### src/nsr_pkg.sv
// ----------------------------------------------------------------------------
// nsr_pkg
// Shared widths, constants and control types for the Newton square root core.
// ----------------------------------------------------------------------------
package nsr_pkg;

    // field widths
    localparam int VALUE_W = 32;
    localparam int GUESS_W = 32;
    localparam int ROOT_W  = 24;
    localparam int TOL_W   = 16;
    localparam int STEP_W  = 6;

    // largest root that fits the result field
    localparam logic [ROOT_W-1:0] ROOT_MAX = {ROOT_W{1'b1}};

    // sequencer to divider
    typedef struct packed {
        logic start;
    } div_ctrl_t;

    // divider to sequencer
    typedef struct packed {
        logic busy;
        logic done;
    } div_stat_t;

endpackage

### src/nsr_divider.sv
// ----------------------------------------------------------------------------
// nsr_divider
// Restoring radix-2 unsigned divider, one quotient bit per cycle.
// ----------------------------------------------------------------------------
module nsr_divider #(
    parameter int NUM_W = 48,
    parameter int DEN_W = 32
) (
    input  logic               aclk,
    input  logic               aresetn,
    input  nsr_pkg::div_ctrl_t ctrl,
    input  logic [NUM_W-1:0]   num,
    input  logic [DEN_W-1:0]   den,
    output nsr_pkg::div_stat_t stat,
    output logic [NUM_W-1:0]   quot
);

    localparam int CNT_W = $clog2(NUM_W + 1);

    logic [CNT_W-1:0] cnt_reg;
    logic             run_reg;
    logic             done_reg;
    logic [DEN_W-1:0] rem_reg;
    logic [DEN_W-1:0] den_reg;
    logic [NUM_W-1:0] qr_reg;

    // trial subtract of the shifted partial remainder
    logic [DEN_W:0] shifted;
    logic [DEN_W:0] trial;
    logic           ge;

    assign shifted = {rem_reg, qr_reg[NUM_W-1]};
    assign trial   = shifted - {1'b0, den_reg};
    assign ge      = ~trial[DEN_W];

    // control
    always_ff @(posedge aclk) begin
        if (!aresetn) begin
            cnt_reg  <= '0;
            run_reg  <= 1'b0;
            done_reg <= 1'b0;
        end else begin
            done_reg <= 1'b0;
            if (ctrl.start) begin
                cnt_reg <= CNT_W'(NUM_W);
                run_reg <= 1'b1;
            end else if (run_reg) begin
                cnt_reg <= cnt_reg - CNT_W'(1);
                if (cnt_reg == CNT_W'(1)) begin
                    run_reg  <= 1'b0;
                    done_reg <= 1'b1;
                end
            end
        end
    end

    // datapath: numerator shifts out the top while quotient bits shift in
    always_ff @(posedge aclk) begin
        if (ctrl.start) begin
            qr_reg  <= num;
            rem_reg <= '0;
            den_reg <= den;
        end else if (run_reg) begin
            qr_reg  <= {qr_reg[NUM_W-2:0], ge};
            rem_reg <= ge ? trial[DEN_W-1:0] : shifted[DEN_W-1:0];
        end
    end

    assign stat.busy = run_reg;
    assign stat.done = done_reg;
    assign quot      = qr_reg;

endmodule

### src/newton_square_root_core.sv
// ----------------------------------------------------------------------------
// newton_square_root_core
// Square root of a signed fixed-point word by Newton iteration, using one
// shared bit-serial divider under a small sequencer.
// ----------------------------------------------------------------------------
//
//  channel | dir | handshake            | content
//  --------+-----+----------------------+--------------------------------------
//  s_      | in  | s_tvalid / s_tready  | tdata[31:0] value (signed fixed)
//  m_      | out | m_tvalid / m_tready  | tdata[23:0] root, tuser[0] invalid
//  cfg_    | in  | cfg_valid / cfg_ready| cfg_data[15:0] tolerance
//
//  Negative, zero and one words go from idle straight to the done state, skipping the divider.
//  Other words run steps through the bit-serial divider, each followed by a check;
//  at most MAX_STEPS steps, fewer with a wider tolerance.
//  s_tready is high only while the sequencer is idle; a finished result sits in the
//  output register, so the next word can be taken while it waits.
//  aresetn is synchronous; it clears the sequencer and output valid, tolerance to 1.
//
module newton_square_root_core #(
    parameter int FRAC_BITS = 16,
    parameter int MAX_STEPS = 32
) (
    input  logic        aclk,
    input  logic        aresetn,
    // input words
    input  logic        s_tvalid,
    output logic        s_tready,
    input  logic [31:0] s_tdata,    // [31:0] value
    // result words
    output logic        m_tvalid,
    input  logic        m_tready,
    output logic [23:0] m_tdata,    // [23:0] root
    output logic        m_tuser,    // [0] invalid
    // tolerance register write
    input  logic        cfg_valid,
    output logic        cfg_ready,
    input  logic [15:0] cfg_data
);

    localparam int NUM_W = nsr_pkg::GUESS_W + FRAC_BITS;
    localparam logic [nsr_pkg::GUESS_W-1:0] ONE_VAL = nsr_pkg::GUESS_W'(1) << FRAC_BITS;
    localparam logic [nsr_pkg::STEP_W-1:0] STEP_CAP = nsr_pkg::STEP_W'(MAX_STEPS);

    typedef enum logic [4:0] {
        ST_IDLE  = 5'b00001,
        ST_START = 5'b00010,
        ST_DIV   = 5'b00100,
        ST_CHECK = 5'b01000,
        ST_DONE  = 5'b10000
    } state_t;

    state_t state_reg, state_next;

    logic [nsr_pkg::TOL_W-1:0]   tol_reg;
    logic [nsr_pkg::GUESS_W-1:0] guess_reg;
    logic [nsr_pkg::GUESS_W-1:0] new_guess_reg;
    logic [nsr_pkg::STEP_W-1:0]  step_reg;
    logic                        inv_reg;
    logic                        out_valid_reg;
    logic [nsr_pkg::ROOT_W-1:0]  out_root_reg;
    logic                        out_inv_reg;

    // operand held for all steps
    logic [nsr_pkg::VALUE_W-1:0] s_value_reg;

    nsr_pkg::div_ctrl_t div_ctrl;
    nsr_pkg::div_stat_t div_stat;
    logic [NUM_W-1:0]   quot;

    logic s_accept;
    logic special;
    logic out_free;

    assign s_accept  = s_tvalid && s_tready;
    assign s_tready  = (state_reg == ST_IDLE);
    assign cfg_ready = 1'b1;
    assign out_free  = !out_valid_reg || m_tready;
    assign special   = s_tdata[31] || (s_tdata == '0) || (s_tdata == ONE_VAL);

    // shared divider: (value << FRAC_BITS) / guess
    assign div_ctrl.start = (state_reg == ST_START);

    nsr_divider #(
        .NUM_W (NUM_W),
        .DEN_W (nsr_pkg::GUESS_W)
    ) u_div (
        .aclk    (aclk),
        .aresetn (aresetn),
        .ctrl    (div_ctrl),
        .num     ({s_value_reg, {FRAC_BITS{1'b0}}}),
        .den     (guess_reg),
        .stat    (div_stat),
        .quot    (quot)
    );

    // next guess = (g + q) / 2, saturated to the guess width
    logic [NUM_W:0]   sum;
    logic [NUM_W-1:0] half;
    logic [nsr_pkg::GUESS_W-1:0] half_sat;

    assign sum      = {(NUM_W + 1 - nsr_pkg::GUESS_W)'(0), guess_reg} + {1'b0, quot};
    assign half     = sum[NUM_W:1];
    assign half_sat = (|half[NUM_W-1:nsr_pkg::GUESS_W]) ? {nsr_pkg::GUESS_W{1'b1}}
                                                        : half[nsr_pkg::GUESS_W-1:0];

    // convergence test
    logic [nsr_pkg::GUESS_W-1:0] diff;
    logic                        stop;

    assign diff = (new_guess_reg >= guess_reg) ? new_guess_reg - guess_reg
                                               : guess_reg - new_guess_reg;
    assign stop = (diff <= {(nsr_pkg::GUESS_W - nsr_pkg::TOL_W)'(0), tol_reg})
               || (step_reg >= STEP_CAP)
               || (new_guess_reg == '0);

    // sequencer
    always_comb begin
        state_next = state_reg;
        case (state_reg)
            ST_IDLE: begin
                if (s_accept) state_next = special ? ST_DONE : ST_START;
            end
            ST_START: state_next = ST_DIV;
            ST_DIV: begin
                if (div_stat.done) state_next = ST_CHECK;
            end
            ST_CHECK: state_next = stop ? ST_DONE : ST_START;
            ST_DONE: begin
                if (out_free) state_next = ST_IDLE;
            end
            default: state_next = ST_IDLE;
        endcase
    end

    always_ff @(posedge aclk) begin
        if (!aresetn) begin
            state_reg <= ST_IDLE;
            tol_reg   <= nsr_pkg::TOL_W'(1);
        end else begin
            state_reg <= state_next;
            if (cfg_valid) tol_reg <= cfg_data;
        end
    end

    // iteration datapath
    always_ff @(posedge aclk) begin
        case (state_reg)
            ST_IDLE: begin
                if (s_accept) begin
                    s_value_reg <= s_tdata;
                    step_reg    <= '0;
                    inv_reg     <= s_tdata[31];
                    guess_reg   <= s_tdata[31] ? '0 : s_tdata;
                end
            end
            ST_DIV: begin
                if (div_stat.done) begin
                    new_guess_reg <= half_sat;
                    step_reg      <= step_reg + nsr_pkg::STEP_W'(1);
                end
            end
            ST_CHECK: guess_reg <= new_guess_reg;
            default: ;
        endcase
    end

    // output register
    always_ff @(posedge aclk) begin
        if (!aresetn) begin
            out_valid_reg <= 1'b0;
        end else if (state_reg == ST_DONE && out_free) begin
            out_valid_reg <= 1'b1;
        end else if (m_tready) begin
            out_valid_reg <= 1'b0;
        end
    end

    always_ff @(posedge aclk) begin
        if (state_reg == ST_DONE && out_free) begin
            out_root_reg <= (|guess_reg[nsr_pkg::GUESS_W-1:nsr_pkg::ROOT_W])
                            ? nsr_pkg::ROOT_MAX : guess_reg[nsr_pkg::ROOT_W-1:0];
            out_inv_reg  <= inv_reg;
        end
    end

    assign m_tvalid = out_valid_reg;
    assign m_tdata  = out_root_reg;
    assign m_tuser  = out_inv_reg;

endmodule

### config.mk
export PLATFORM = sky130hd
export DESIGN_NAME = newton_square_root_core
export DESIGN_NICKNAME = d
export VERILOG_FILES = /design/src/nsr_pkg.sv /design/src/nsr_divider.sv /design/src/newton_square_root_core.sv
export SDC_FILE = /design/constraint.sdc
export NUM_CORES = 1
export LEC_CHECK = 0
export ABC_CLOCK_PERIOD_IN_PS = 7500
export BUFFER_PORTS_ARGS = -buffer_cell sky130_fd_sc_hd__buf_2
export CAP_MARGIN = 20
export CORE_MARGIN = 5
export CORE_UTILIZATION = 60
export CTS_CLUSTER_DIAMETER = 100
export DETAILED_ROUTE_END_ITERATION = 10
export PLACE_DENSITY = 0.81
export SLEW_MARGIN = 20
export SYNTH_ARGS = -nofsm -noshare
export SYNTH_HDL_FRONTEND = slang
export SYNTH_SLANG_ARGS = --single-unit
### constraint.sdc
create_clock -name aclk -period 7.5 [get_ports aclk]
set_input_delay 0 -clock aclk [delete_from_list [all_inputs] [get_ports aclk]]
set_output_delay 0 -clock aclk [all_outputs]
set_load 0.02 [all_outputs]
==> metrics.csv <==
metric,value,unit
post-synthesis adder-cell area fraction,0.104,
Post-CTS Resized,0,
Yosys warning total,0,
Largest register FFs,48,
IR Drop Worst-Case VDD,212,uV
Placer Congestion,1.00,
crit path kind,flip-flop to flip-flop,
Initial Util,0.605,
vias in the first global route,16100,
Final HPWL DP,41300,microns
clk sinks,269,
syn_area_per_cell,9.03,sq um
CP Max Fanout,17,
Max-cap violations,0,
clk_lat worst skew,0.58,ns
post-synthesis mux area share,0.0234,
DRT antenna net count,0,
io pins,81,
Ant. Diodes,0,
top post-synthesis cells by area,"edfxtp_1 (31%), ha_1 (9.9%), dfxtp_1 (8.5%), nand2_1 (4.1%), a21oi_1 (4.0%)",
Die W,185,microns
largest net degree at the start of global routing,87,
Syn-to-layout area delta,13.0,%
nets@finish,2339,
gr usage total,0.328,
ys flop type,edfxtp_1,
period utilisation layout,0.888,
Tightest Pin Transition,1.04,ns
Worst Path Required,7.98,ns
crit end category,flip-flop,
xor/xnor share of the synthesized area,0.0409,
Max H-tree Level,1,
clock-pin slew on the worst setup and hold paths,0.06,ns
outcome,completed,
Clock Root Buffer,clkbuf_16,
fin area,20800,sq um
CTS tree,yes,
Synth Area in Compound Gates,0.201,
standard-cell rows,64,
clock skew,0.0128,ns
DR iter-0 viols,1715,
# setup viols final,0,
cell count after synthesis,2040,
WL/cell,22.3,microns
Placeable Area,30400,sq um
routed wire length,57100,microns
Pwr Density,257,nW/um^2
DP Area,19000,sq um
main combinational cell family by area after synthesis,compound AO/OA/AOI/OAI gates,
grt total ovfl,0,
RSZ-0062 raised after global routing,false,
sequential share of the synthesized area,0.396,
Worst Hold Class,input pin to flip-flop,
Pins Over Slew Limit,0,
layout cells sized above 1,0.0824,
via/cell ratio,6.45,
most frequent cells in the layout,"nand2_1 (201), edfxtp_1 (191), inv_1 (147), a21oi_1 (146), ha_1 (146)",
setup bufs post-CTS,0,
share of the synthesized area in the top cell type,0.311,
Synth Area in Simple Gates,0.180,
Die Y,185,microns
Post-synth EDFFs,191,
Pleak,8.50,nW
Highest Clock Rate,150,MHz
Vias,16500,
first-pass GRT wire length,88700,microns
Num CTS Buffers,31,
Die ar.,34300,sq um
port bufs,79,
DRC,0,
drt pass-1 iters,6,
Worst Path Arrival,7.14,ns
Final Hold Vio Count,0,
Netlist Area Pre-Place,18400,sq um
Max-slew headroom,0.310,
initial antenna violation count,3,
Max Root-Sink Buffers,3,
startpoint types,flip-flop,
syn nets,2243,
"flops & latches, synth",269,
Final Critical Period,6.66,ns
"most common cell after layout, fill and taps aside",nand2_1,
ys async rst share,0,
post-synthesis cell type count,90,
leading area contributor after synthesis,edfxtp_1,
Fin Setup TNS,0,ns
## worst paths after layout
check                                from                        end  slack (ns)  cells after the start
setup / recovery  guess_reg[21]$_DFFE_PP_  state_reg[4]$_SDFFE_PN0P_        0.84                     23
setup reg to reg  guess_reg[21]$_DFFE_PP_  state_reg[4]$_SDFFE_PN0P_        0.84                     23
hold reg to reg         inv_reg$_DFFE_PP_          m_tuser$_DFFE_PP_        0.47                      0
hold / removal                s_tdata[21]  s_value_reg[21]$_DFFE_PP_        0.18                      2
## power by group
part / switching, W / internal [W]
Clock: 0.000638 / 0.000950
Combinational: 0.00109 / 0.000740
Sequential: 0.000151 / 0.00177
Total: 0.00188 / 0.00346
## synth_stat cells, drive strengths merged (6+ instances only)
master / number
a211o: 7
nand3b: 40
a21o: 54
inv: 148
o31a: 11
mux2i: 42
o21ai: 151
nand2b: 12
xnor2: 41
nor2b: 20
dfxtp: 78
nand3: 116
o31ai: 18
a21oi: 148
o211ai: 19
a211oi: 17
buf: 27
and4: 6
nand4: 35
o21a: 28
nor3b: 6
nand2: 202
o2111ai: 8
nor4: 27
xor2: 45
a31oi: 30
nor3: 27
ha: 146
nor2: 128
clkbuf: 75
o21bai: 14
or4: 7
edfxtp: 191
and3: 9
and2: 15
or3: 9
a311oi: 6
## critical path, cell delays in order (launching register included)
cell	delay, ns
edfxtp_1	0.40
inv_1	0.08
ha_1	0.49
a21oi_1	0.30
o21ai_1	0.12
a221oi_2	0.35
o41ai_2	0.16
o21ai_1	0.65
nand2_1	0.41
buf_4	0.36
nor3_1	0.21
a41oi_1	0.08
xor2_1	0.17
ha_1	0.30
o21a_1	0.12
o21ai_0	0.15
a21oi_1	0.09
o31ai_1	0.28
a32o_1	0.28
o2111ai_1	0.11
nand4b_1	0.18
or4_1	0.50
or4_4	0.54
o41ai_2	0.21
## kinds of logic after synthesis
logic type / count (synthesis)
and+or+nand+nor: 668
AOI/OAI and AO/OA: 572
DFF: 269
buffers and inverters: 251
adders and majority gates: 150
xor gates and xnor gates: 86
muxes: 43
other: 1
## metal layers
metal  GRT usage  vias up  share of wire
met3      0.0721      145           0.10
met1       0.445     7805           0.40
met4       0.107        6          0.038
met2       0.528      863           0.45
met5           0        -        0.00081
li1            -     7677              -
## cell type report
| class | instances | area [sq um] |
|---|---|---|
| clock inverter | 20 | 243 |
| tap | 396 | 495 |
| inverter | 149 | 559 |
| fill | 2372 | 9620 |
| timing repair buffer | 165 | 1240 |
| sequential | 269 | 7300 |
| clock buffer | 38 | 822 |
| multi-input combinational | 1520 | 10200 |
## per-stage QoR
step,utilization,setup WS (ns),std cells,hold slack [ns],total power [W]
finish,0.684,0.837,2557,0.181,0.00534
floorplan,-,1.67,2040,0.0619,0.00327
global route,0.684,0.437,2557,0.166,0.00564
CTS,0.683,1.03,2555,0.134,0.00531
global placement,0.625,1.23,2428,0.207,0.00364
detailed placement,0.625,1.06,2428,0.210,0.00369
## repair_timing
item / 4_1_cts / 5_1_grt
hold buffers: 69 / 0
hold endpoints to repair: 87 / 0
setup endpoints to repair: 0 / 0
Power figures use the tool's default switching activity.
